==> src/hdl/lfd_pkg.sv <==
// lfd_pkg: shared types and constants for the linear fade dimmer.
// Used by lfd_mul, lfd_div, linear_fade_dimmer, lfd_checker and tb. No dependencies.
`timescale 1ns / 1ps
`default_nettype none

package lfd_pkg;

   localparam int unsigned PCT_W  = 7;   // integer percent, 0..100
   localparam int unsigned DATA_W = 16;  // drive value, elapsed ms, span
   localparam int unsigned MS_W   = 24;  // fade length / divisor width
   localparam int unsigned ADDR_W = 3;   // two 32-bit registers

   localparam logic [PCT_W-1:0] PCT_MAX   = 7'd100;
   localparam logic [MS_W-1:0]  DRIVE_DIV = 24'd100;

   // command codes
   localparam logic [1:0] CMD_SET  = 2'd0;
   localparam logic [1:0] CMD_FADE = 2'd1;
   localparam logic [1:0] CMD_TICK = 2'd2;

   // register index, taken from paddr[2]
   localparam logic REG_OUT_MIN = 1'b0;
   localparam logic REG_OUT_MAX = 1'b1;

   typedef struct packed {
      logic [1:0]               cmd;
      logic signed [DATA_W-1:0] level;
      logic signed [DATA_W-1:0] fade_start;
      logic signed [DATA_W-1:0] fade_stop;
      logic [MS_W-1:0]          fade_ms;
      logic [DATA_W-1:0]        elapsed_ms;
   } req_type;

   typedef struct packed {
      logic [DATA_W-1:0] drive_value;
      logic [PCT_W-1:0]  level_pct;
      logic              fading;
   } rsp_type;

   // status of a serial arithmetic unit
   typedef struct packed {
      logic busy;
      logic done;
   } unit_stat_type;

endpackage

`default_nettype wire

==> src/hdl/lfd_mul.sv <==
// lfd_mul: bit-serial shift-add multiplier, one multiplier bit per cycle.
// Depends on lfd_pkg (DATA_W, unit_stat_type).
`timescale 1ns / 1ps
`default_nettype none

module lfd_mul #(
   parameter int unsigned A_W = 31
) (
   input  wire logic                           clock,
   input  wire logic                           reset,
   input  wire logic                           start,
   input  wire logic [A_W-1:0]                 mcand,
   input  wire logic [lfd_pkg::DATA_W-1:0]     mplier,
   output logic [A_W+lfd_pkg::DATA_W-1:0]      prod,
   output lfd_pkg::unit_stat_type              stat
);

   localparam int unsigned B_W   = lfd_pkg::DATA_W;
   localparam int unsigned P_W   = A_W + B_W;
   localparam int unsigned CNT_W = $clog2(B_W + 1);

   logic [P_W-1:0]   acc_ff, acc_in;
   logic [B_W-1:0]   sh_ff, sh_in;
   logic [CNT_W-1:0] cnt_ff, cnt_in;
   logic             done_ff, done_in;

   // MSB-first: shift the partial product, add the multiplicand on a one
   always_comb begin
      acc_in  = acc_ff;
      sh_in   = sh_ff;
      cnt_in  = cnt_ff;
      done_in = 1'b0;
      if (start) begin
         acc_in = '0;
         sh_in  = mplier;
         cnt_in = CNT_W'(B_W);
      end else if (cnt_ff != '0) begin
         acc_in  = {acc_ff[P_W-2:0], 1'b0} + (sh_ff[B_W-1] ? P_W'(mcand) : '0);
         sh_in   = {sh_ff[B_W-2:0], 1'b0};
         cnt_in  = cnt_ff - 1'b1;
         done_in = (cnt_ff == CNT_W'(1));
      end
   end

   always_ff @(posedge clock) begin
      acc_ff <= acc_in;
      sh_ff  <= sh_in;
      if (reset) begin
         cnt_ff  <= '0;
         done_ff <= 1'b0;
      end else begin
         cnt_ff  <= cnt_in;
         done_ff <= done_in;
      end
   end

   assign prod      = acc_ff;
   assign stat.busy = (cnt_ff != '0);
   assign stat.done = done_ff;

endmodule

`default_nettype wire

==> src/hdl/lfd_div.sv <==
// lfd_div: restoring divider, one quotient bit per cycle.
// Depends on lfd_pkg (MS_W, unit_stat_type).
`timescale 1ns / 1ps
`default_nettype none

module lfd_div #(
   parameter int unsigned N_W = 31
) (
   input  wire logic                         clock,
   input  wire logic                         reset,
   input  wire logic                         start,
   input  wire logic [N_W-1:0]               dividend,
   input  wire logic [lfd_pkg::MS_W-1:0]     divisor,
   output logic [N_W-1:0]                    quo,
   output lfd_pkg::unit_stat_type            stat
);

   localparam int unsigned D_W   = lfd_pkg::MS_W;
   localparam int unsigned CNT_W = $clog2(N_W + 1);

   logic [N_W-1:0]   quo_ff, quo_in;
   logic [D_W-1:0]   rem_ff, rem_in;
   logic [CNT_W-1:0] cnt_ff, cnt_in;
   logic             done_ff, done_in;
   logic [D_W:0]     trial, diff;
   logic             ge;

   // dividend shifts out of quo_ff MSB while quotient bits enter at the LSB
   assign trial = {rem_ff, quo_ff[N_W-1]};
   assign diff  = trial - {1'b0, divisor};
   assign ge    = (trial >= {1'b0, divisor});

   always_comb begin
      quo_in  = quo_ff;
      rem_in  = rem_ff;
      cnt_in  = cnt_ff;
      done_in = 1'b0;
      if (start) begin
         quo_in = dividend;
         rem_in = '0;
         cnt_in = CNT_W'(N_W);
      end else if (cnt_ff != '0) begin
         quo_in  = {quo_ff[N_W-2:0], ge};
         rem_in  = ge ? diff[D_W-1:0] : trial[D_W-1:0];
         cnt_in  = cnt_ff - 1'b1;
         done_in = (cnt_ff == CNT_W'(1));
      end
   end

   always_ff @(posedge clock) begin
      quo_ff <= quo_in;
      rem_ff <= rem_in;
      if (reset) begin
         cnt_ff  <= '0;
         done_ff <= 1'b0;
      end else begin
         cnt_ff  <= cnt_in;
         done_ff <= done_in;
      end
   end

   assign quo       = quo_ff;
   assign stat.busy = (cnt_ff != '0);
   assign stat.done = done_ff;

endmodule

`default_nettype wire

==> src/hdl/linear_fade_dimmer.sv <==
// linear_fade_dimmer: lamp dimmer with set, linear fade and tick commands.
// Depends on lfd_pkg, lfd_mul and lfd_div.
//
//   channel   ports                          handshake
//   req       req_valid/req_stall/req_data   transaction when valid & !stall
//   rsp       rsp_valid/rsp_stall/rsp_data   transaction when valid & !stall
//   csr       psel/penable/pwrite/paddr/...  write on psel & penable & pwrite
//
// One item at a time; L = 7 + FRAC_BITS. The shared serial multiplier takes an
// L-bit multiplicand and the shared serial divider an L-bit dividend; a set
// out of range skips both and goes straight to the output.
// Synchronous reset clears level, step and target, sets out_min to 0 and out_max to 255.
// A result waits in the output register while the next item is taken; a
// finished item stalls only if that register is still full.
`timescale 1ns / 1ps
`default_nettype none

module linear_fade_dimmer #(
   parameter int unsigned FRAC_BITS = 24
) (
   input  wire logic                          clock,
   input  wire logic                          reset,
   input  wire logic                          req_valid,
   output logic                               req_stall,
   input  wire lfd_pkg::req_type              req_data,
   output logic                               rsp_valid,
   input  wire logic                          rsp_stall,
   output lfd_pkg::rsp_type                   rsp_data,
   input  wire logic                          psel,
   input  wire logic                          penable,
   input  wire logic                          pwrite,
   input  wire logic [lfd_pkg::ADDR_W-1:0]    paddr,
   input  wire logic [31:0]                   pwdata,
   output logic [31:0]                        prdata,
   output logic                               pready
);

   localparam int unsigned PCT_W  = lfd_pkg::PCT_W;
   localparam int unsigned DATA_W = lfd_pkg::DATA_W;
   localparam int unsigned LVL_W  = PCT_W + FRAC_BITS;
   localparam int unsigned PROD_W = LVL_W + DATA_W;
   localparam logic [LVL_W-1:0] LVL_TOP = {lfd_pkg::PCT_MAX, {FRAC_BITS{1'b0}}};

   typedef enum logic [2:0] {
      ST_IDLE, ST_TICK_MUL, ST_STEP_DIV, ST_DRV_MUL, ST_DRV_DIV, ST_EMIT
   } state_type;

   function automatic logic [PCT_W-1:0] clamp_pct(input logic signed [DATA_W-1:0] p);
      priority if (p[DATA_W-1])          return '0;
      else if (p > $signed(16'sd100))    return lfd_pkg::PCT_MAX;
      else                               return p[PCT_W-1:0];
   endfunction

   function automatic logic [LVL_W-1:0] pct_lvl(input logic [PCT_W-1:0] p);
      return {p, {FRAC_BITS{1'b0}}};
   endfunction

   // ---------------------------------------------------------------- csr
   logic [DATA_W-1:0] out_min_ff, out_max_ff;

   always_ff @(posedge clock) begin
      if (reset) begin
         out_min_ff <= '0;
         out_max_ff <= 16'd255;
      end else if (psel && penable && pwrite) begin
         if (paddr[2] == lfd_pkg::REG_OUT_MAX) out_max_ff <= pwdata[DATA_W-1:0];
         else                                  out_min_ff <= pwdata[DATA_W-1:0];
      end
   end

   assign prdata = {16'd0, (paddr[2] == lfd_pkg::REG_OUT_MAX) ? out_max_ff : out_min_ff};
   assign pready = 1'b1;

   // ---------------------------------------------------------------- datapath
   state_type             state_ff, state_in;
   logic [LVL_W-1:0]      level_ff, level_in;
   logic [LVL_W-1:0]      step_mag_ff, step_mag_in;
   logic                  step_neg_ff, step_neg_in;
   logic [PCT_W-1:0]      stop_ff, stop_in;
   logic [DATA_W-1:0]     drive_ff, drive_in;
   logic [LVL_W-1:0]      mul_a_ff, mul_a_in;
   logic [DATA_W-1:0]     mul_b_ff, mul_b_in;
   logic                  mul_start_ff, mul_start_in;
   logic [LVL_W-1:0]      div_n_ff, div_n_in;
   logic [lfd_pkg::MS_W-1:0] div_d_ff, div_d_in;
   logic                  div_start_ff, div_start_in;
   logic                  rsp_valid_ff, rsp_valid_in;
   lfd_pkg::rsp_type      rsp_data_ff, rsp_data_in;

   logic [PROD_W-1:0]     mul_prod;
   logic [LVL_W-1:0]      div_quo;
   lfd_pkg::unit_stat_type mul_stat, div_stat;

   logic [PCT_W-1:0]      set_pct, start_pct, stop_pct, diff_mag;
   logic [PROD_W:0]       up_sum;
   logic [LVL_W-1:0]      tick_lvl, lim;
   logic                  tick_end;
   logic                  span_ok;
   logic [DATA_W-1:0]     span;
   logic                  drv_go;
   logic [LVL_W-1:0]      drv_lvl;

   lfd_mul #(.A_W(LVL_W)) u_mul (
      .clock  (clock),
      .reset  (reset),
      .start  (mul_start_ff),
      .mcand  (mul_a_ff),
      .mplier (mul_b_ff),
      .prod   (mul_prod),
      .stat   (mul_stat)
   );

   lfd_div #(.N_W(LVL_W)) u_div (
      .clock    (clock),
      .reset    (reset),
      .start    (div_start_ff),
      .dividend (div_n_ff),
      .divisor  (div_d_ff),
      .quo      (div_quo),
      .stat     (div_stat)
   );

   assign set_pct   = clamp_pct(req_data.level);
   assign start_pct = clamp_pct(req_data.fade_start);
   assign stop_pct  = clamp_pct(req_data.fade_stop);
   assign diff_mag  = (stop_pct >= start_pct) ? stop_pct - start_pct : start_pct - stop_pct;

   assign span_ok = (out_max_ff >= out_min_ff);
   assign span    = out_max_ff - out_min_ff;

   // tick: level +/- |step| * elapsed, saturated to 0..100, then stop test
   assign up_sum = {1'b0, mul_prod} + (PROD_W + 1)'(level_ff);
   assign lim    = pct_lvl(stop_ff);

   always_comb begin
      if (!step_neg_ff)
         tick_lvl = (up_sum > (PROD_W + 1)'(LVL_TOP)) ? LVL_TOP : up_sum[LVL_W-1:0];
      else
         tick_lvl = (mul_prod > PROD_W'(level_ff)) ? '0
                                                   : level_ff - mul_prod[LVL_W-1:0];
      tick_end = step_neg_ff ? (tick_lvl <= lim) : (tick_lvl >= lim);
   end

   always_comb begin
      state_in     = state_ff;
      level_in     = level_ff;
      step_mag_in  = step_mag_ff;
      step_neg_in  = step_neg_ff;
      stop_in      = stop_ff;
      drive_in     = drive_ff;
      mul_a_in     = mul_a_ff;
      mul_b_in     = mul_b_ff;
      mul_start_in = 1'b0;
      div_n_in     = div_n_ff;
      div_d_in     = div_d_ff;
      div_start_in = 1'b0;
      rsp_valid_in = rsp_valid_ff & rsp_stall;
      rsp_data_in  = rsp_data_ff;
      drv_go       = 1'b0;
      drv_lvl      = level_ff;

      unique case (state_ff)
         ST_IDLE: begin
            if (req_valid) begin
               unique case (req_data.cmd)
                  lfd_pkg::CMD_SET: begin
                     step_mag_in = '0;
                     step_neg_in = 1'b0;
                     priority if (req_data.level[DATA_W-1]) begin
                        level_in = '0;
                        drive_in = out_min_ff;
                        state_in = ST_EMIT;
                     end else if (req_data.level > $signed(16'sd100)) begin
                        level_in = LVL_TOP;
                        drive_in = out_max_ff;
                        state_in = ST_EMIT;
                     end else begin
                        level_in = pct_lvl(set_pct);
                        drv_go   = 1'b1;
                        drv_lvl  = pct_lvl(set_pct);
                     end
                  end
                  lfd_pkg::CMD_FADE: begin
                     if (req_data.fade_ms == '0) begin
                        // zero length: same as a set to the stop
                        step_mag_in = '0;
                        step_neg_in = 1'b0;
                        level_in    = pct_lvl(stop_pct);
                        drv_go      = 1'b1;
                        drv_lvl     = pct_lvl(stop_pct);
                     end else begin
                        level_in     = pct_lvl(start_pct);
                        step_neg_in  = (stop_pct < start_pct);
                        stop_in      = stop_pct;
                        div_n_in     = pct_lvl(diff_mag);
                        div_d_in     = req_data.fade_ms;
                        div_start_in = 1'b1;
                        state_in     = ST_STEP_DIV;
                     end
                  end
                  lfd_pkg::CMD_TICK: begin
                     if (step_mag_ff != '0) begin
                        mul_a_in     = step_mag_ff;
                        mul_b_in     = req_data.elapsed_ms;
                        mul_start_in = 1'b1;
                        state_in     = ST_TICK_MUL;
                     end
                  end
                  default: ;
               endcase
            end
         end
         ST_TICK_MUL: begin
            if (mul_stat.done) begin
               level_in = tick_lvl;
               if (tick_end) begin
                  step_mag_in = '0;
                  step_neg_in = 1'b0;
                  stop_in     = '0;
               end
               drv_go  = 1'b1;
               drv_lvl = tick_lvl;
            end
         end
         ST_STEP_DIV: begin
            if (div_stat.done) begin
               step_mag_in = div_quo;
               if (div_quo == '0) stop_in = '0;
               drv_go = 1'b1;
            end
         end
         ST_DRV_MUL: begin
            if (mul_stat.done) begin
               // span * level / (100 << F) == (span * level >> F) / 100
               div_n_in     = LVL_W'(mul_prod[PROD_W-1:FRAC_BITS]);
               div_d_in     = lfd_pkg::DRIVE_DIV;
               div_start_in = 1'b1;
               state_in     = ST_DRV_DIV;
            end
         end
         ST_DRV_DIV: begin
            if (div_stat.done) begin
               drive_in = div_quo[DATA_W-1:0];
               state_in = ST_EMIT;
            end
         end
         ST_EMIT: begin
            if (!rsp_valid_ff || !rsp_stall) begin
               rsp_valid_in            = 1'b1;
               rsp_data_in.drive_value = drive_ff;
               rsp_data_in.level_pct   = level_ff[LVL_W-1 -: PCT_W];
               rsp_data_in.fading      = (step_mag_ff != '0);
               state_in                = ST_IDLE;
            end
         end
         default: state_in = ST_IDLE;
      endcase

      if (drv_go) begin
         if (span_ok) begin
            mul_a_in     = drv_lvl;
            mul_b_in     = span;
            mul_start_in = 1'b1;
            state_in     = ST_DRV_MUL;
         end else begin
            drive_in = '0;
            state_in = ST_EMIT;
         end
      end
   end

   always_ff @(posedge clock) begin
      drive_ff     <= drive_in;
      mul_a_ff     <= mul_a_in;
      mul_b_ff     <= mul_b_in;
      div_n_ff     <= div_n_in;
      div_d_ff     <= div_d_in;
      rsp_data_ff  <= rsp_data_in;
      if (reset) begin
         state_ff     <= ST_IDLE;
         level_ff     <= '0;
         step_mag_ff  <= '0;
         step_neg_ff  <= 1'b0;
         stop_ff      <= '0;
         mul_start_ff <= 1'b0;
         div_start_ff <= 1'b0;
         rsp_valid_ff <= 1'b0;
      end else begin
         state_ff     <= state_in;
         level_ff     <= level_in;
         step_mag_ff  <= step_mag_in;
         step_neg_ff  <= step_neg_in;
         stop_ff      <= stop_in;
         mul_start_ff <= mul_start_in;
         div_start_ff <= div_start_in;
         rsp_valid_ff <= rsp_valid_in;
      end
   end

   assign req_stall = (state_ff != ST_IDLE);
   assign rsp_valid = rsp_valid_ff;
   assign rsp_data  = rsp_data_ff;

   // ---------------------------------------------------------------- checks
   a_level_range: assert property (@(posedge clock) disable iff (reset)
      level_ff <= LVL_TOP)
      else $error("level above full scale");

   a_one_unit: assert property (@(posedge clock) disable iff (reset)
      !(mul_stat.busy && div_stat.busy))
      else $error("multiplier and divider busy together");

   a_idle_quiet: assert property (@(posedge clock) disable iff (reset)
      (state_ff == ST_IDLE) |-> (!mul_stat.busy && !div_stat.busy))
      else $error("arithmetic unit busy while idle");

   a_rsp_pct: assert property (@(posedge clock) disable iff (reset)
      rsp_valid_ff |-> (rsp_data_ff.level_pct <= lfd_pkg::PCT_MAX))
      else $error("reported level above 100");

endmodule

`default_nettype wire

==> config.mk <==
export PLATFORM = sky130hd
export DESIGN_NAME = linear_fade_dimmer
export DESIGN_NICKNAME = d
export VERILOG_FILES = /design/src/hdl/lfd_pkg.sv /design/src/hdl/lfd_mul.sv /design/src/hdl/lfd_div.sv /design/src/hdl/linear_fade_dimmer.sv
export SDC_FILE = /design/constraint.sdc
export NUM_CORES = 1
export LEC_CHECK = 0
export BUFFER_PORTS_ARGS = -buffer_cell sky130_fd_sc_hd__clkbuf_2
export CORE_MARGIN = 5
export CORE_UTILIZATION = 28
export DETAILED_ROUTE_END_ITERATION = 8
export PLACE_DENSITY = 0.56
export SLEW_MARGIN = 20
export SYNTH_ARGS = -nofsm -noshare
export SYNTH_HDL_FRONTEND = slang
export SYNTH_HIERARCHICAL = 1
export SYNTH_SLANG_ARGS = --single-unit
==> constraint.sdc <==
create_clock -name clock -period 6.83 [get_ports clock]
set_input_delay 1.366 -clock clock [delete_from_list [all_inputs] [get_ports clock]]
set_output_delay 1.366 -clock clock [all_outputs]
set_load 0.02 [all_outputs]
Yosys cells after proc, flatten, opt, wreduce, memory -nomap -nowiden
Cells that the tools add are included.
- add/subtract/negate cells: 9
- $mul: 0
- div/mod/pow operators: 0
- magnitude comparators: 11
- equality and inequality tests: 28
- shifts and indexed selects: 0
- mux-type cells: 116
- bitwise logic cells: 4
- reductions and logical operators: 31
- operators by type and width (cell ; count):
    two-way mux 31 bit ; 30
    one-hot mux 31 bit (2 select lines) ; 6
    two-way mux 16 bit ; 16
    two-way mux 24 bit ; 5
    one-hot mux 31 bit (3 select lines) ; 1
    two-way mux 7 bit ; 12
    adder 47 x 31 -> 48 bit ; 1
    greater-than comparator 16 x 8 -> 1 bit (second input constant) ; 3
    greater-than comparator 48 x 31 -> 1 bit (second input constant) ; 1
    one-hot mux 24 bit (2 select lines) ; 1
    adder 47 bit ; 1
    greater-than comparator 47 x 31 -> 1 bit ; 1
    one-hot mux 16 bit (2 select lines) ; 1
    >= comparator 31 bit ; 1
    <= comparator 31 bit ; 1
    zero test 31 bit ; 1
    nonzero test 31 bit ; 1
    subtractor 31 bit ; 1
    two-way mux 3 bit ; 10
    >= comparator 25 x 24 -> 1 bit ; 1
    zero test 24 bit ; 1
    subtractor 24 bit ; 1
    two-way mux 1 bit ; 22
    one-hot mux 7 bit (3 select lines) ; 1
    other kinds (43) ; 79
- bits in registers: 380
- bits in latches: 0
- RAM bits: 0
- memory bits (read-only): 0
- bits of input ports: 132
- output and inout port bits: 59
- logic and storage cells: 226
- memories: 0

Logic depth before layout (Yosys ltp)
- depth in word-level cells: 9
- depth in mapped cells: 32
- mapped depth without buffers: 30

Modules after synthesis
Netlist, hierarchy kept.
- by module, submodules not included (module ; times used ; cells each ; area an instance (um^2) ; seq. area each (um^2)):
    linear_fade_dimmer ; 1 ; 2377 ; 18978.2 ; 5765.5
    lfd_mul ; 1 ; 595 ; 4742.0 ; 1541.5
    lfd_div ; 1 ; 469 ; 4311.6 ; 1531.5

Worst setup path after synthesis
OpenSTA, ideal clock, no wires.
- path type: reg2reg
- from: register level_ff[14]
- to: register step_mag_ff[0]
- library setup time: 0.120 ns
- data arrival time: 6.618 ns
- data required time: 6.710 ns
- setup slack: 0.093 ns
- stages on the path, launching flop included: 28
- buffers on the path: 3
- period minus slack after synthesis: 6.737 ns
- cells stage by stage: dfxtp_1 > inv_1 > ha_1 > clkbuf_1 > or4_1 > or3_1 > a31oi_1 > nor3_2 > o31ai_4 > a21oi_1 > xor2_1 > nor4bb_1 > a21oi_2 > nor4_4 > buf_2 > a22oi_1 > ha_1 > nand4_1 > nor3_1 > or4b_2 > nor4_1 > nand4bb_1 > or4_1 > or4_4 > a211oi_4 > o211ai_4 > buf_6 > mux2i_1
- longest elaborated chain between the ends: 8
- elaborated cells between the ends (all ways): 12
- classes of those cells: 2 x add/sub; 4 x order compare; 1 x eq/ne; 4 x mux; 1 x reduce/logical
- ends and longest elaborated chain (element ; line ; source):
    from (decl) ; linear_fade_dimmer.sv:76 ; logic [LVL_W-1:0] level_ff, level_in;
    from (signal assigned) ; linear_fade_dimmer.sv:290 ; level_ff <= level_in;
    adder 47 x 31 -> 48 bit ; linear_fade_dimmer.sv:132 ; assign up_sum = {1'b0, mul_prod} + (PROD_W + 1)'(level_ff);
    greater-than comparator 48 x 31 -> 1 bit ; linear_fade_dimmer.sv:137 ; tick_lvl = (up_sum > (PROD_W + 1)'(LVL_TOP)) ? LVL_TOP : up_sum[LVL_W-1:0];
    two-way mux 31 bit ; linear_fade_dimmer.sv:137 ;
    two-way mux 31 bit (*) ; linear_fade_dimmer.sv:136 ; if (!step_neg_ff)
    >= comparator 31 bit or <= comparator 31 bit (tied branches) ; linear_fade_dimmer.sv:141 ; tick_end = step_neg_ff ? (tick_lvl <= lim) : (tick_lvl >= lim);
    two-way mux 1 bit (*) ; linear_fade_dimmer.sv:141 ;
    inequality test 2 bit (no line) (*) ; -- ;
    AND reduction 7 bit (no line) (*) ; -- ;
    to (signal assigned) ; linear_fade_dimmer.sv:291 ; step_mag_ff <= step_mag_in;
    to (decl) ; linear_fade_dimmer.sv:77 ; logic [LVL_W-1:0] step_mag_ff, step_mag_in;
Every way passes the cells marked *; elsewhere a longest branch is shown, timed or not.
A chain may end at the register's enable or synchronous reset.

Worst setup path after layout
- from: register level_ff[1]
- to: register step_mag_ff[12]
The elaborated chain is that of the path after synthesis.

==> impl_metrics.toml <==
[yosys]
syn_area_per_cell_um2 = 8.146
yosys_warnings = 6
syn-cell-area_mm2 = 0.02803
synth-edff-count = 125
synthFlopType = "dfxtp_1"
seq_area_frac_synth_pct = 31.53
async_reset_ff_share_pct = 0
synth_cell_types = 115
syn_inst = 3441
synth-seq-cells = 379

[route]
num_vias = 27551
wl_per_cell_um = 20.23
drt_iter0_drc = 2157
firstDrtPassIters = 5
drc = 0
viasPerCell = 5.236
antenna_left = 0
wl_mm = 106.5

[timing]
slew_headroom_pct = 24.51
post-route-min-period_ns = 7.343
worst_slew_pin_slew_ns = 1.131
hold_viol = 0
setup_viol = 39
min_period_over_period_pct = 107.5
skew_ns = 0.05346
setup_ws_ns = -0.5126
slew_viol_final = 0
timing.fmax_mhz = 136.2
grt_setup_unrepaired = "true"

[outcome]
violations = "setup timing"
status = "finished with violations"

[cells_and_area]
drive_above_1_share_pct = 23.54
final_common_cell = "buf_4"
stdcell_count = 5262
area_growth_pct = 26.26
nNetsFinal = 4260
diodes = 0
final_cell_mix = "buf_4, nand2_1, a21oi_1"

[power_and_ir_drop]
ir_drop_v = 0.0002026
p_int_mw = 7.633
p_switching_mw = 5.974
total_power_mw = 13.61
power.density_mw_per_mm2 = 384.5
switching_share_pct = 43.90
p_clk_share_pct = 18.2
comb_power_share_pct = 55.4
seq_power_share_pct = 26.4
power.leakage_nw = 14.74

[global_routing]
grt_util_all_layers_pct = 18.99
grt_max_degree = 96
grt_pass1_wl_mm = 160.1
grt_overflow = 0
grt_pass1_vias = 26553
antenna_found_initial = 3

[cts]
cts_sinks = 379
cts_made_buffers = 45
clkTransAtPathRegs_ns = 0.06
htree_levels = 2
tritoncts = "yes"
clk_latency_ns = 0.62
cts_hold_buffers = 0
cts_buffer_depth = 3
root_buffer = "clkbuf_16"

[run]
drv_cap = 0

[worst_setup_path]
crit_type = "reg2reg"
critPathCaptureType = "flip-flop"
crit_top_cell = "buf_4"
cp.required_ns = 7.29
cp_max_fo = 8
reg2reg_from = "level_ff[1]"
crit_slowest_cell = "or4_4"
worstPathArrival_ns = 7.81
critPathLaunch = "level_ff[1]"
max_stage_delay_ns = 0.55
ff2ff_path_depth = 33
crit_path_start_kind = "flip-flop"

[hold_path]
holdCritPathClass = "reg2reg"
hold_depth = 2
worstHoldStart = "out_min_ff[4]"

[die]
core_area_mm2 = 0.09971
die_w_um = 326.4
num_io_pins = 191
initial_core_util_pct = 28.11
num_rows = 116
dieHeight_um = 326.4
die_area_mm2 = 0.1065

[placement]
port_buffers = 155
place_inst = 5140
gp_congestion = 0.9411
place_hpwl_mm = 82.40
## synthesized netlist by cell type (10+ instances only)
library cell,count,share of area (%)
a311oi_1,16,0.50
o21ai_0,200,3.6
mux2_2,75,3.0
and2_1,75,1.7
nand4_1,44,0.98
nand2_1,413,5.5
and3_1,25,0.56
o21bai_1,23,0.62
ha_1,191,8.5
nor3_1,84,1.5
buf_2,18,0.32
xor2_1,28,0.87
a2111oi_0,10,0.31
buf_4,24,0.64
nor2_1,262,3.5
a221oi_1,13,0.41
o21a_1,25,0.67
buf_1,16,0.21
a221o_1,12,0.43
or3_1,15,0.33
or2_2,14,0.31
o211ai_1,24,0.64
nand3_1,50,0.89
mux2i_1,80,2.9
nand3b_1,19,0.51
o22ai_1,12,0.27
inv_1,220,2.9
nor4_1,61,1.4
a21o_1,36,0.96
a211oi_1,38,1.0
a22oi_1,34,0.91
nand2b_1,76,1.7
a211o_1,16,0.50
o221ai_1,13,0.41
a21oi_1,290,5.2
clkbuf_1,134,1.8
nor2b_1,38,0.85
a31oi_1,33,0.74
edfxtp_1,125,13
o31ai_1,19,0.51
xnor2_1,96,3.0
dfxtp_1,254,18
## power groups by stage
stage               combinational (mW)  clock, mW  sequential [mW]
global route                      8.17       2.62             3.65
global placement                  7.04          0             3.61
detailed placement                7.07          0             3.62
floorplan                         4.56          0             3.51
finish                            7.53       2.48             3.59
CTS                               7.35       2.54             3.58
## cell families (layout without fill, tap and decap cells)
| kind of cell | after synthesis | after routing | synth area share, % |
|---|---|---|---|
| simple gates | 1225 | 1225 | 21.33 |
| mux | 155 | 155 | 5.869 |
| buf+inv | 422 | 929 | 6.186 |
| other cells | 2 | 18 | 0.02679 |
| xor+xnor | 124 | 124 | 3.874 |
| fa+ha+maj | 198 | 198 | 9.025 |
| flops | 379 | 379 | 31.53 |
| compound gates | 936 | 936 | 22.16 |
## routing by layer
| layer | up-vias | wire length [um] | track usage, % |
|---|---|---|---|
| met5 | - | 0 | 0 |
| met1 | 13333 | 47760 | 25.50 |
| met3 | 131 | 5410 | 2.191 |
| li1 | 13304 | - | - |
| met2 | 783 | 50640 | 32.65 |
| met4 | 0 | 2649 | 4.708 |
## worst max-delay path, delay by kind of cell, from the launching register on
family	cells	cell delay, ns
AO/OA/AOI/OAI	8	1.60
flip-flops	1	0.30
buffers and inverters	9	1.46
multiplexers	1	0.12
AND/OR/NAND/NOR	13	3.26
adder cells (fa/ha/maj)	2	0.44
## final timing paths
kind | to | slack, ns
worst max register to register | step_mag_ff[12] | -0.51
worst min register to register | out_min_ff[4] | 0.45
worst max-delay path | step_mag_ff[12] | -0.51
worst min-delay path | out_min_ff[4] | 0.45
## sequential cells by signal, summed over array words and instances (netlist names), 24 cells and up
| register | count |
|---|---|
| level_ff | 31 |
| div_d_ff | 24 |
| mul_a_ff | 31 |
| rsp_data | 24 |
| u_mul/prod | 47 |
| u_div/quo | 31 |
| step_mag_ff | 31 |
| div_n_ff | 30 |
| u_div/rem_ff | 24 |
## final cells by class
class                   instances  area, um2
repair buffers                623       4374
multi-input cells            2656      18180
clock inverters                21      242.7
fillers                     10304      64320
well taps                    1298       1624
flip-flops and latches        379       8850
clock buffers                  60       1275
inverters                     225      844.6
## through the flow
| stage | util, % | hold slack [ns] | setup TNS (ns) | area [um2] | setup slack [ns] |
|---|---|---|---|---|---|
| 2_1_floorplan | - | 0.4270 | 0 | 28090 | 0.09251 |
| 3_3_place_gp | 32.98 | 0.4415 | -39.14 | 32890 | -1.031 |
| 3_5_place_dp | 32.98 | 0.4467 | -41.79 | 32890 | -1.100 |
| 4_1_cts | 35.15 | 0.4546 | -13.37 | 35050 | -0.4158 |
| 5_1_grt | 35.50 | 0.4703 | -26.88 | 35390 | -0.7485 |
| 6_report | 35.50 | 0.4536 | -18.05 | 35390 | -0.5126 |
## what timing repair did
| action | CTS | global route |
|---|---|---|
| gates cloned | 2 | 0 |
| setup endpoints to repair | 39 | 39 |
| gates resized for setup | 76 | 51 |
| setup buffers | 30 | 9 |
| pin swaps | 24 | 14 |
Power figures use the tool's default switching activity.
